## src/hw/rtl/wind_vector_time_average_core_macros.svh

```systemverilog
// Assertion macros shared by the wind vector averaging RTL
`ifndef WIND_VECTOR_TIME_AVERAGE_CORE_MACROS_SVH
`define WIND_VECTOR_TIME_AVERAGE_CORE_MACROS_SVH

// Same-cycle implication, disabled while reset is asserted
`define WVTA_ASSERT_SAME(label, CLK, RSTN, ante, cons, msg) \
    label: assert property (@(posedge CLK) disable iff (!RSTN) (ante) |-> (cons)) \
        else $error(msg);

// Next-cycle implication, disabled while reset is asserted
`define WVTA_ASSERT_NEXT(label, CLK, RSTN, ante, cons, msg) \
    label: assert property (@(posedge CLK) disable iff (!RSTN) (ante) |=> (cons)) \
        else $error(msg);

`endif

```

## src/hw/rtl/wvta_pkg.sv

```systemverilog
// Shared types and constants for the wind vector time average core
package wvta_pkg;

    localparam int APB_ADDR_W = 3;
    localparam int APB_DATA_W = 32;
    localparam int MIN_DUR_W  = 16;
    localparam int COUNT_W    = 16;

    localparam logic [MIN_DUR_W-1:0] MIN_DUR_RESET = 16'd100;
    localparam logic [COUNT_W-1:0]   COUNT_MAX     = 16'hFFFF;

    // Register index, taken from the word address bit of paddr
    localparam logic REG_MIN_DURATION = 1'b0;

    typedef enum logic [2:0] {
        ST_IDLE,
        ST_MUL,
        ST_DIV_LOAD,
        ST_DIV,
        ST_COMMIT
    } wvta_state_t;

    // Sequencer strobes to the serial arithmetic units
    typedef struct packed {
        logic clear;
        logic mul;
        logic div_load;
        logic div;
    } wvta_ctl_t;

endpackage

```

## src/hw/rtl/wvta_cfg.sv

```systemverilog
// APB register file holding the minimum averaging duration
module wvta_cfg (
    input  logic                             clk,
    input  logic                             rst_n,
    input  logic                             psel,
    input  logic                             penable,
    input  logic                             pwrite,
    input  logic [wvta_pkg::APB_ADDR_W-1:0]  paddr,
    input  logic [wvta_pkg::APB_DATA_W-1:0]  pwdata,
    output logic [wvta_pkg::APB_DATA_W-1:0]  prdata,
    output logic                             pready,
    output logic [wvta_pkg::MIN_DUR_W-1:0]   min_duration
);
    import wvta_pkg::*;

    logic [MIN_DUR_W-1:0] min_dur_reg;
    logic                 reg_sel;
    logic                 wr_en;

    assign pready  = 1'b1;
    assign reg_sel = (paddr[APB_ADDR_W-1] == REG_MIN_DURATION);
    assign wr_en   = psel && penable && pwrite && pready && reg_sel;

    always_ff @(posedge clk or negedge rst_n)
    begin
        if (!rst_n)
        begin
            min_dur_reg <= MIN_DUR_RESET;
        end
        else if (wr_en)
        begin
            min_dur_reg <= pwdata[MIN_DUR_W-1:0];
        end
    end

    always_comb
    begin
        prdata = '0;
        if (reg_sel)
        begin
            prdata = APB_DATA_W'(min_dur_reg);
        end
    end

    assign min_duration = min_dur_reg;

endmodule

```

## src/hw/rtl/wvta_magsq.sv

```systemverilog
// Bit-serial squared magnitude of a two-component vector
module wvta_magsq #(
    parameter int CW = 16
) (
    input  logic                    clk,
    input  wvta_pkg::wvta_ctl_t     ctl,
    input  logic signed [CW-1:0]    sx,
    input  logic signed [CW-1:0]    sy,
    output logic [2*CW-1:0]         mag
);
    import wvta_pkg::*;

    logic [CW-1:0]   mx_reg, my_reg, bx_reg, by_reg;
    logic [CW-1:0]   mx_next, my_next, bx_next, by_next;
    logic [2*CW-1:0] acc_reg, acc_next;
    logic [CW-1:0]   abs_x, abs_y;

    always_comb
    begin
        abs_x    = sx[CW-1] ? -sx : sx;
        abs_y    = sy[CW-1] ? -sy : sy;
        mx_next  = mx_reg;
        my_next  = my_reg;
        bx_next  = bx_reg;
        by_next  = by_reg;
        acc_next = acc_reg;
        if (ctl.div_load)
        begin
            mx_next  = abs_x;
            my_next  = abs_y;
            bx_next  = abs_x;
            by_next  = abs_y;
            acc_next = '0;
        end
        else if (ctl.div)
        begin
            // one multiplier bit of each square per cycle, MSB first
            acc_next = {acc_reg[2*CW-2:0], 1'b0}
                     + (bx_reg[CW-1] ? (2*CW)'(mx_reg) : '0)
                     + (by_reg[CW-1] ? (2*CW)'(my_reg) : '0);
            bx_next  = {bx_reg[CW-2:0], 1'b0};
            by_next  = {by_reg[CW-2:0], 1'b0};
        end
    end

    always_ff @(posedge clk)
    begin
        mx_reg  <= mx_next;
        my_reg  <= my_next;
        bx_reg  <= bx_next;
        by_reg  <= by_next;
        acc_reg <= acc_next;
    end

    assign mag = acc_reg;

endmodule

```

## src/hw/rtl/wvta_wavg.sv

```systemverilog
// Serial weighted sum of two components and restoring divide by the total weight
module wvta_wavg #(
    parameter int CW = 16,
    parameter int TW = 32
) (
    input  logic                    clk,
    input  wvta_pkg::wvta_ctl_t     ctl,
    input  logic signed [CW-1:0]    a,
    input  logic signed [CW-1:0]    b,
    input  logic                    w1_bit,
    input  logic                    w2_bit,
    input  logic [TW:0]             total,
    output logic signed [CW-1:0]    quot
);
    import wvta_pkg::*;

    localparam int ACC_W = CW + TW + 1;
    localparam int REM_W = TW + 1;

    logic signed [ACC_W-1:0] acc_reg, acc_next, add_a, add_b;
    logic [ACC_W-1:0]        acc_mag;
    logic [REM_W-1:0]        rem_reg, rem_next;
    logic [CW-1:0]           dig_reg, dig_next;
    logic                    neg_reg, neg_next;
    logic [REM_W:0]          trial, diff;
    logic                    geq;

    always_comb
    begin
        add_a   = w1_bit ? {{(ACC_W-CW){a[CW-1]}}, a} : '0;
        add_b   = w2_bit ? {{(ACC_W-CW){b[CW-1]}}, b} : '0;
        acc_mag = acc_reg[ACC_W-1] ? -acc_reg : acc_reg;
        trial   = {rem_reg, dig_reg[CW-1]};
        diff    = trial - {1'b0, total};
        geq     = (trial >= {1'b0, total});

        acc_next = acc_reg;
        rem_next = rem_reg;
        dig_next = dig_reg;
        neg_next = neg_reg;
        if (ctl.clear)
        begin
            acc_next = '0;
        end
        else if (ctl.mul)
        begin
            // weights arrive MSB first: double, then add the selected components
            acc_next = (acc_reg <<< 1) + add_a + add_b;
        end

        if (ctl.div_load)
        begin
            neg_next = acc_reg[ACC_W-1];
            rem_next = acc_mag[ACC_W-1:CW];
            dig_next = acc_mag[CW-1:0];
        end
        else if (ctl.div)
        begin
            // dividend bits leave at the top, quotient bits enter at the bottom
            rem_next = geq ? diff[REM_W-1:0] : trial[REM_W-1:0];
            dig_next = {dig_reg[CW-2:0], geq};
        end
    end

    always_ff @(posedge clk)
    begin
        acc_reg <= acc_next;
        rem_reg <= rem_next;
        dig_reg <= dig_next;
        neg_reg <= neg_next;
    end

    assign quot = neg_reg ? -dig_reg : dig_reg;

endmodule

```

## src/hw/rtl/wind_vector_time_average_core.sv

```systemverilog
// Top level of the time-weighted wind vector average with gust hold
//
//  channel | direction | handshake               | payload
//  --------+-----------+-------------------------+--------------------------------------
//  in      | to core   | in_valid / in_stall     | kind, sample_x, sample_y, time_ms
//  out     | from core | out_valid / out_stall   | avg_x/y, gust_x/y, sample_count,
//          |           |                         | interval_ms, has_value
//  apb     | to core   | psel/penable/pready     | paddr, pwdata, prdata
//
// A wind sample passes through accept, the serial multiply over the weight bits, the
// load of the restoring divider, its divide over the quotient bits, and commit. A restart
// goes from accept straight to commit.
// The result register frees the input side: a new transaction is taken while a
// result still waits, and commit holds only while the result register is full and out_stall is high.
// Reset is asynchronous and clears all averaging state; min_duration_ms resets to 100.
`include "wind_vector_time_average_core_macros.svh"

module wind_vector_time_average_core #(
    parameter int TIME_WIDTH = 32,
    parameter int COMP_WIDTH = 16
) (
    input  logic                             clk,
    input  logic                             rst_n,
    input  logic                             in_valid,
    output logic                             in_stall,
    input  logic                             kind,
    input  logic signed [COMP_WIDTH-1:0]     sample_x,
    input  logic signed [COMP_WIDTH-1:0]     sample_y,
    input  logic [TIME_WIDTH-1:0]            time_ms,
    output logic                             out_valid,
    input  logic                             out_stall,
    output logic signed [COMP_WIDTH-1:0]     avg_x,
    output logic signed [COMP_WIDTH-1:0]     avg_y,
    output logic signed [COMP_WIDTH-1:0]     gust_x,
    output logic signed [COMP_WIDTH-1:0]     gust_y,
    output logic [wvta_pkg::COUNT_W-1:0]     sample_count,
    output logic [TIME_WIDTH-1:0]            interval_ms,
    output logic                             has_value,
    input  logic                             psel,
    input  logic                             penable,
    input  logic                             pwrite,
    input  logic [wvta_pkg::APB_ADDR_W-1:0]  paddr,
    input  logic [wvta_pkg::APB_DATA_W-1:0]  pwdata,
    output logic [wvta_pkg::APB_DATA_W-1:0]  prdata,
    output logic                             pready
);
    import wvta_pkg::*;

    localparam int CW    = COMP_WIDTH;
    localparam int TW    = TIME_WIDTH;
    localparam int STEPS = (TW > CW) ? TW : CW;
    localparam int CNT_W = $clog2(STEPS);

    // sequencer
    wvta_state_t        state_reg, state_next;
    logic [CNT_W-1:0]   cnt_reg, cnt_next;
    wvta_ctl_t          ctl;
    logic               accept, commit, out_free;

    // accepted transaction
    logic                 kind_reg;
    logic signed [CW-1:0] sx_reg, sy_reg;
    logic [TW-1:0]        time_reg;
    logic [TW-1:0]        w1_reg, w2_reg;
    logic [TW:0]          total_reg;
    logic                 long_reg;
    logic [TW-1:0]        w1_load, w2_load;
    logic [TW:0]          total_load;

    // averaging state
    logic [TW-1:0]        start_reg, last_reg, start_next, last_next;
    logic signed [CW-1:0] mean_x_reg, mean_y_reg, peak_x_reg, peak_y_reg;
    logic signed [CW-1:0] mean_x_next, mean_y_next, peak_x_next, peak_y_next;
    logic [2*CW-1:0]      peak_mag_reg, peak_mag_next;
    logic [COUNT_W-1:0]   count_reg, count_next;
    logic                 valid_reg, valid_next;

    // result register
    logic                 out_valid_reg;
    logic signed [CW-1:0] avg_x_reg, avg_y_reg, gust_x_reg, gust_y_reg;
    logic [COUNT_W-1:0]   count_out_reg;
    logic [TW-1:0]        interval_reg;
    logic                 has_value_reg;

    logic [MIN_DUR_W-1:0] min_duration;
    logic signed [CW-1:0] quot_x, quot_y;
    logic [2*CW-1:0]      mag;

    wvta_cfg u_cfg (
        .clk          (clk),
        .rst_n        (rst_n),
        .psel         (psel),
        .penable      (penable),
        .pwrite       (pwrite),
        .paddr        (paddr),
        .pwdata       (pwdata),
        .prdata       (prdata),
        .pready       (pready),
        .min_duration (min_duration)
    );

    wvta_wavg #(.CW(CW), .TW(TW)) u_wavg_x (
        .clk    (clk),
        .ctl    (ctl),
        .a      (mean_x_reg),
        .b      (sx_reg),
        .w1_bit (w1_reg[TW-1]),
        .w2_bit (w2_reg[TW-1]),
        .total  (total_reg),
        .quot   (quot_x)
    );

    wvta_wavg #(.CW(CW), .TW(TW)) u_wavg_y (
        .clk    (clk),
        .ctl    (ctl),
        .a      (mean_y_reg),
        .b      (sy_reg),
        .w1_bit (w1_reg[TW-1]),
        .w2_bit (w2_reg[TW-1]),
        .total  (total_reg),
        .quot   (quot_y)
    );

    wvta_magsq #(.CW(CW)) u_magsq (
        .clk (clk),
        .ctl (ctl),
        .sx  (sx_reg),
        .sy  (sy_reg),
        .mag (mag)
    );

    assign accept   = in_valid && !in_stall;
    assign out_free = !out_valid_reg || !out_stall;

    always_ff @(posedge clk or negedge rst_n)
    begin
        if (!rst_n)
        begin
            state_reg <= ST_IDLE;
            cnt_reg   <= '0;
        end
        else
        begin
            state_reg <= state_next;
            cnt_reg   <= cnt_next;
        end
    end

    always_comb
    begin
        state_next = state_reg;
        cnt_next   = cnt_reg;
        ctl        = '0;
        in_stall   = 1'b1;
        commit     = 1'b0;
        case (state_reg)
            ST_IDLE:
            begin
                in_stall  = 1'b0;
                ctl.clear = in_valid;
                if (in_valid)
                begin
                    cnt_next   = CNT_W'(TW - 1);
                    state_next = kind ? ST_COMMIT : ST_MUL;
                end
            end
            ST_MUL:
            begin
                ctl.mul = 1'b1;
                if (cnt_reg == '0)
                begin
                    state_next = ST_DIV_LOAD;
                end
                else
                begin
                    cnt_next = cnt_reg - 1'b1;
                end
            end
            ST_DIV_LOAD:
            begin
                ctl.div_load = 1'b1;
                cnt_next     = CNT_W'(CW - 1);
                state_next   = ST_DIV;
            end
            ST_DIV:
            begin
                ctl.div = 1'b1;
                if (cnt_reg == '0)
                begin
                    state_next = ST_COMMIT;
                end
                else
                begin
                    cnt_next = cnt_reg - 1'b1;
                end
            end
            ST_COMMIT:
            begin
                if (out_free)
                begin
                    commit     = 1'b1;
                    state_next = ST_IDLE;
                end
            end
            default:
            begin
                state_next = ST_IDLE;
            end
        endcase
    end

    // weights and their sum are fixed at acceptance
    always_comb
    begin
        w1_load    = last_reg - start_reg;
        w2_load    = time_ms - last_reg;
        total_load = {1'b0, w1_load} + {1'b0, w2_load};
    end

    always_ff @(posedge clk)
    begin
        if (accept)
        begin
            kind_reg  <= kind;
            sx_reg    <= sample_x;
            sy_reg    <= sample_y;
            time_reg  <= time_ms;
            w1_reg    <= w1_load;
            w2_reg    <= w2_load;
            total_reg <= total_load;
            long_reg  <= (total_load > (TW + 1)'(min_duration));
        end
        else if (ctl.mul)
        begin
            w1_reg <= {w1_reg[TW-2:0], 1'b0};
            w2_reg <= {w2_reg[TW-2:0], 1'b0};
        end
    end

    always_comb
    begin
        start_next    = start_reg;
        last_next     = last_reg;
        mean_x_next   = mean_x_reg;
        mean_y_next   = mean_y_reg;
        peak_x_next   = peak_x_reg;
        peak_y_next   = peak_y_reg;
        peak_mag_next = peak_mag_reg;
        count_next    = count_reg;
        valid_next    = valid_reg;
        if (kind_reg)
        begin
            mean_x_next   = '0;
            mean_y_next   = '0;
            peak_x_next   = '0;
            peak_y_next   = '0;
            peak_mag_next = '0;
            count_next    = '0;
            valid_next    = 1'b0;
            start_next    = time_reg;
            last_next     = time_reg;
        end
        else
        begin
            last_next = time_reg;
            if (!valid_reg)
            begin
                // first sample of the interval loads mean and gust, uncounted
                mean_x_next   = sx_reg;
                mean_y_next   = sy_reg;
                peak_x_next   = sx_reg;
                peak_y_next   = sy_reg;
                peak_mag_next = mag;
                valid_next    = 1'b1;
            end
            else
            begin
                mean_x_next = long_reg ? quot_x : sx_reg;
                mean_y_next = long_reg ? quot_y : sy_reg;
                if (mag > peak_mag_reg)
                begin
                    peak_x_next   = sx_reg;
                    peak_y_next   = sy_reg;
                    peak_mag_next = mag;
                end
                if (count_reg != COUNT_MAX)
                begin
                    count_next = count_reg + 1'b1;
                end
            end
        end
    end

    always_ff @(posedge clk or negedge rst_n)
    begin
        if (!rst_n)
        begin
            start_reg    <= '0;
            last_reg     <= '0;
            mean_x_reg   <= '0;
            mean_y_reg   <= '0;
            peak_x_reg   <= '0;
            peak_y_reg   <= '0;
            peak_mag_reg <= '0;
            count_reg    <= '0;
            valid_reg    <= 1'b0;
        end
        else if (commit)
        begin
            start_reg    <= start_next;
            last_reg     <= last_next;
            mean_x_reg   <= mean_x_next;
            mean_y_reg   <= mean_y_next;
            peak_x_reg   <= peak_x_next;
            peak_y_reg   <= peak_y_next;
            peak_mag_reg <= peak_mag_next;
            count_reg    <= count_next;
            valid_reg    <= valid_next;
        end
    end

    always_ff @(posedge clk or negedge rst_n)
    begin
        if (!rst_n)
        begin
            out_valid_reg <= 1'b0;
        end
        else if (commit)
        begin
            out_valid_reg <= 1'b1;
        end
        else if (!out_stall)
        begin
            out_valid_reg <= 1'b0;
        end
    end

    always_ff @(posedge clk)
    begin
        if (commit)
        begin
            avg_x_reg     <= mean_x_next;
            avg_y_reg     <= mean_y_next;
            gust_x_reg    <= peak_x_next;
            gust_y_reg    <= peak_y_next;
            count_out_reg <= count_next;
            interval_reg  <= last_next - start_next;
            has_value_reg <= valid_next;
        end
    end

    assign out_valid    = out_valid_reg;
    assign avg_x        = avg_x_reg;
    assign avg_y        = avg_y_reg;
    assign gust_x       = gust_x_reg;
    assign gust_y       = gust_y_reg;
    assign sample_count = count_out_reg;
    assign interval_ms  = interval_reg;
    assign has_value    = has_value_reg;

    `WVTA_ASSERT_NEXT(a_restart_commits, clk, rst_n, accept && kind,
        state_reg == ST_COMMIT, "restart did not go straight to commit")

    `WVTA_ASSERT_NEXT(a_sample_multiplies, clk, rst_n, accept && !kind,
        state_reg == ST_MUL, "sample did not enter the serial multiply")

    `WVTA_ASSERT_NEXT(a_restart_result, clk, rst_n, commit && kind_reg,
        out_valid && !has_value && sample_count == '0 && interval_ms == '0,
        "restart result not cleared")

    `WVTA_ASSERT_SAME(a_empty_state, clk, rst_n, !valid_reg,
        count_reg == '0 && peak_mag_reg == '0, "count or gust held without a value")

endmodule

```

## config.mk

```make
export PLATFORM = sky130hd
export DESIGN_NAME = wind_vector_time_average_core
export DESIGN_NICKNAME = d
export VERILOG_FILES = /design/src/hw/rtl/wvta_pkg.sv /design/src/hw/rtl/wvta_cfg.sv /design/src/hw/rtl/wvta_magsq.sv /design/src/hw/rtl/wvta_wavg.sv /design/src/hw/rtl/wind_vector_time_average_core.sv
export VERILOG_INCLUDE_DIRS = /design/src /design/src/hw/rtl
export SDC_FILE = /design/constraint.sdc
export NUM_CORES = 2
export LEC_CHECK = 0
export BUFFER_PORTS_ARGS = -buffer_cell sky130_fd_sc_hd__buf_2
export CORE_MARGIN = 3
export CORE_UTILIZATION = 55
export CTS_CLUSTER_DIAMETER = 200
export DETAILED_ROUTE_END_ITERATION = 10
export GPL_ROUTABILITY_DRIVEN = 1
export PLACE_DENSITY = 0.73
export REMOVE_ABC_BUFFERS = 1
export SYNTH_ARGS = -nofsm -noshare
export SYNTH_HDL_FRONTEND = slang
export SYNTH_SLANG_ARGS = --single-unit
```

## constraint.sdc

```tcl
create_clock -name clk -period 14.7 [get_ports clk]
set_input_delay 2.94 -clock clk [delete_from_list [all_inputs] [get_ports clk]]
set_output_delay 2.94 -clock clk [all_outputs]
set_load 0.01 [all_outputs]
```

==> After elaboration in Yosys (flattened, before gate mapping) <==
Index checks and enable logic that the tools add are counted.
{ "word_totals": {"regBits": 772, "out_inout_bits": 148} }
{ "classes": {"n_mux": 69, "n_lt_le_gt_ge": 4, "bitwise": 1, "eq_ne": 12, "add_sub_neg": 20, "reduce_logical": 16} }
{ "op_table": {"columns": ["cell", "count"], "rows": [
  ["$mux 16", 30],
  ["$mux 49", 6],
  ["$mux 32", 8],
  ["$mux 33", 6],
  ["$add 49x49->49", 4],
  ["$neg 49->49", 2],
  ["$sub 32x32->32", 3],
  ["$ge 34x33->1", 2],
  ["$sub 33x33->33", 2],
  ["$add 32x32->32", 2],
  ["$neg 16->16", 4],
  ["$add 32x32->33", 1],
  ["$gt 33x16->1", 1],
  ["$gt 32x32->1", 1],
  ["$add 16x1->16 const B", 1],
  ["$ne 16x16->1 const B", 1],
  ["$mux 3", 5],
  ["$pmux 3 s5", 1],
  ["$pmux 5 s3", 1],
  ["$mux 1", 10],
  ["$mux 5", 2],
  ["$ne 2x2->1 const B", 5],
  ["$eq 3x2->1 const B", 2],
  ["$logic_not 5->1", 1],
  ["16 further kinds", 21]
]} }

==> Logic depth before layout (Yosys ltp) <==
{ "depth": {"ltp_word": 5, "depth_mapped": 28, "ltp_nobuf": 28} }

==> Modules after synthesis <==
Synthesis repeated with hierarchy kept, for this count alone.
{ "hier_totals": {"hier_cells": 5893, "hier_area_um2": 55219.2} }
{ "by_module_without_submodules": {"columns": ["module", "seq_area_each_um2", "n_inst", "cells_each", "area_each_um2"], "rows": [
  ["wind_vector_time_average_core", 12942.4, 1, 2502, 25557.0],
  ["wvta_wavg (u_wavg_y)", 2482.4, 1, 1389, 11532.3],
  ["wvta_wavg (u_wavg_x)", 2482.4, 1, 1406, 11427.2],
  ["wvta_magsq", 2562.5, 1, 526, 5799.3],
  ["wvta_cfg", 404.1, 1, 70, 903.4]
]} }

==> Least setup slack after synthesis <==
No wires, ideal clock.
{ "synth_timing": {"path_kind": "input port to flip-flop", "from": "input port time_ms[0]", "to": "register long_reg (data pin)", "cell_stages": 27, "arrival_time_ps": 7880, "path_buffers": 1, "path_slack_ps": 6551, "required_time_ps": 14430, "setup_ps": 270, "path_cell_list": "inv_1 ha_1 inv_1 fa_1 a21o_1 a2111oi_4 o21ai_0 a21o_1 a21oi_1 xnor2_1 ha_1 clkbuf_1 o21ai_0 nand2b_1 a21oi_1 nor2b_1 o22ai_1 xnor2_1 ha_1 nand4_1 nor3_1 a21oi_1 a2111oi_2 or4b_1 or4_1 nor4_2 nand4b_1"} }
{ "synth_between": {"elab_chain_cells": 3} }
{ "synth_rtl": {"columns": ["item", "line", "rtl"], "rows": [
  ["from (decl)", "wind_vector_time_average_core.sv:29", "input logic [TIME_WIDTH-1:0] time_ms,"],
  ["$sub 32x32->32", "wind_vector_time_average_core.sv:216", "w2_load = time_ms - last_reg;"],
  ["$add 32x32->33", "wind_vector_time_average_core.sv:217", "total_load = {1'b0, w1_load} + {1'b0, w2_load};"],
  ["net total_load[15]", "wind_vector_time_average_core.sv:68", "logic [TW:0] total_load;"],
  ["$gt 33x16->1", "wind_vector_time_average_core.sv:231", "long_reg <= (total_load > (TW + 1)'(min_duration));"],
  ["to (signal assigned)", "wind_vector_time_average_core.sv:231", null],
  ["to (decl)", "wind_vector_time_average_core.sv:66", "logic long_reg;"]
]} }
The timed path passes the listed nets, and every way through them passes these cells.
A chain may end at the register's enable or synchronous reset.

==> Final worst setup path <==
Ends and elaborated chain as after synthesis.

==> results.cfg <==
[status]
status = complete, no violations

[routing]
vias_per_cell = 5.76
drc = 0
first_iter_violations = 2911
wl_per_cell_um = 18.2
firstDrtPassIters = 7
vias = 40862
ant_nets = 0
drt_wl_total_mm = 129

[synth]
netlist_instances = 5640
yosysWarnings = 0
synth_area_leaders = edfxtp_1 (25%), dfrtp_1 (9.5%), ha_1 (8.7%), nand2_1 (5.6%), xnor2_1 (5.1%)
synth_edf_count = 440
ys_seq_elements = 772
syn_area_um2 = 52200
yosysTopAreaCellShare_pct = 25.3
synth_ff_type = edfxtp_1
async_reset_ff_share_pct = 26.2
syn_avg_cell_area_um2 = 9.25
yosysUniqueCellTypes = 108
ys_seq_area_share_pct = 40.0
yosys.area.top_type = edfxtp_1

[placement]
place.port_buffers = 219
pre_cts_ws_ns = 5.57
place_hpwl_mm = 93.1
gp_congestion = 0.900
place_inst = 6926

[sta]
drv_slew = 0
fin_crit_sh_pct = 57.6
rsz0062_at_grt = false
relSlewSlack_pct = 27.6
tightestPinTransition_ns = 1.09
clock_skew_ns = 0.0238
fin_setup_tns_ns = 0
setup_viol = 0
whs_ns = 0.466
clock.fmax_mhz = 118
hold_viol = 0
worst_slack_ns = 6.24
finalCriticalPeriod_ns = 8.46

[grt]
grt-ovfl-total = 0
first_global_vias = 40187
antenna_found_initial = 1
grt_max_degree = 107
grt_util_all_layers_pct = 25.9
grt_first_pass_wirelength_mm = 209

[cts]
post_cts_buffers = 0
h-tree-depth = 3
numCtsBuffers = 88
cts_buffer_depth = 3
cts_tree = yes
cts_hold_buf = 0
cts_root_buf = clkbuf_16
clkSinkCount = 772
insertion_delay_ns = 0.67
clk_pin_slew_ns = 0.06
cts_resized = 0

[worst_setup_path]
start_kind = input port
worstPathArrival_ns = 8.85
crit_fanout = 7
cp.required_ns = 15.09
criticalPathCategory = in2reg
reg2reg_setup_slack_ns = 8.26
endpoint_kind = flop

[run]
maxCapViolCount = 0

[power_and_ir_drop]
static-leakage-power_nw = 25.5
p_seq_share_pct = 24.1
switchingPower_mw = 6.90
power_frac_comb_pct = 60.6
power_density_nw_per_um2 = 269
ir_drop_uv = 158
clockPowerShare_pct = 15.2
p_sw_share_pct = 44.7
power.internal_mw = 8.54

[die]
num_rows = 112
die_y_um = 314
die_x_um = 314
start_util_pct = 55.7
dieArea_um2 = 98600
design.core.area_um2 = 93700
io_pins = 255

[cells_and_area]
drive_gt1_share_pct = 8.72
stdcell_count = 7093
fin_nets = 6348
syn2layout_area_growth_pct = 10.1
fillCellCount = 7852
fin_util_pct = 61.3

[worst_hold_path]
hp-class = reg2reg
==> synthesized netlist by cell type (all sizes together) (38+ instances only) <==
master / count
dfrtp: 199
mux2: 46
inv: 580
mux2i: 73
o21a: 44
o21bai: 43
xor2: 136
o21ai: 377
nor2: 332
nor3: 59
fa: 118
clkbuf: 181
o22ai: 67
a211oi: 90
nand4: 46
a31oi: 38
buf: 53
and3: 38
nor2b: 65
nand2: 780
a21oi: 317
xnor2: 303
o31ai: 57
edfxtp: 440
a22oi: 43
dfxtp: 130
nand3: 130
a21o: 147
nand2b: 56
ha: 361
==> power groups by stage <==
stage	logic, mW	registers [mW]	clock network (mW)
4_1_cts	9.33	3.72	2.39
6_report	9.36	3.73	2.35
3_3_place_gp	9.01	3.73	0
3_5_place_dp	9.25	3.75	0
5_1_grt	10.5	3.79	2.47
2_1_floorplan	7.25	3.68	0
==> final timing paths <==
check,start,depth (start not counted),endpoint
hold / removal,u_wavg_y.acc_reg[19],2,u_wavg_y.acc_reg[19]
max in group asynchronous,rst_n,3,start_reg[31]
hold reg to reg,u_wavg_y.acc_reg[19],2,u_wavg_y.acc_reg[19]
min in group asynchronous,rst_n,1,count_reg[8]
setup / recovery,time_ms[0],27,long_reg
setup reg to reg,last_reg[1],25,long_reg
==> metrics by stage <==
stage	instance area, um^2	power [mW]
floorplan	51300	10.9
global placement	54300	12.7
detailed placement	54300	13.0
CTS	57400	15.4
global route	57400	16.8
finish	57400	15.4
==> layout by cell type, fill, tap and decap left out, types with 64 or more instances in the layout <==
cell,n
fa_1,118
a211oi_1,90
dfxtp_1,130
a21oi_1,316
xnor2_1,301
clkbuf_16,97
o21ai_0,373
nor2b_1,64
buf_2,218
nor2_1,330
ha_1,361
nand3_1,128
edfxtp_1,440
mux2i_1,73
inv_1,573
a21o_1,146
dfrtp_1,199
o22ai_1,67
xor2_1,134
nand2_1,776
==> kinds of logic after synthesis <==
group,after synthesis,synth area share (%)
compound gates,1379,16.8
mux,119,2.39
simple gates,1632,14.1
fa+ha+maj,481,13.2
buf+inv,816,6.03
flops,772,40.0
other cells,2,0.0144
xor+xnor,439,7.42
==> area by class of cell <==
cell class / count / area, um^2 / share of cell area, %
timing repair buffer: 252 / 1350 / 2.36
tap: 1254 / 1570 / 2.73
antenna: 1 / 2.50 / 0.00436
sequential: 772 / 20900 / 36.3
multi-input combinational: 4067 / 28300 / 49.3
clock inverter: 43 / 507 / 0.882
clock buffer: 123 / 2640 / 4.59
inverter: 581 / 2210 / 3.84
==> per-layer routing <==
layer,GRT usage [%],vias to the layer above,share of wire (%),wire (um)
li1,-,19904,-,-
met1,33.6,19580,43,55400
met2,45.2,1132,49,63000
met3,2.96,246,5.0,6480
met4,8.66,0,3.2,4160
met5,0,-,0,0
==> critical path, stage by stage <==
cell	delay, ns
buf_2	0.11
inv_1	0.05
ha_1	0.18
inv_1	0.06
fa_1	0.40
a21o_1	0.22
a2111oi_4	0.45
o21ai_0	0.27
a21o_1	0.23
a21oi_1	0.17
xnor2_1	0.19
ha_1	0.37
o21ai_0	0.13
nand2b_1	0.08
a21oi_1	0.16
nor2b_1	0.07
o22ai_1	0.30
xnor2_1	0.21
ha_1	0.33
nand4_1	0.07
nor3_1	0.19
a21oi_1	0.14
a2111oi_2	0.34
or4b_1	0.49
or4_1	0.42
nor4_2	0.16
nand4b_1	0.11
Power figures use the tool's default switching activity.
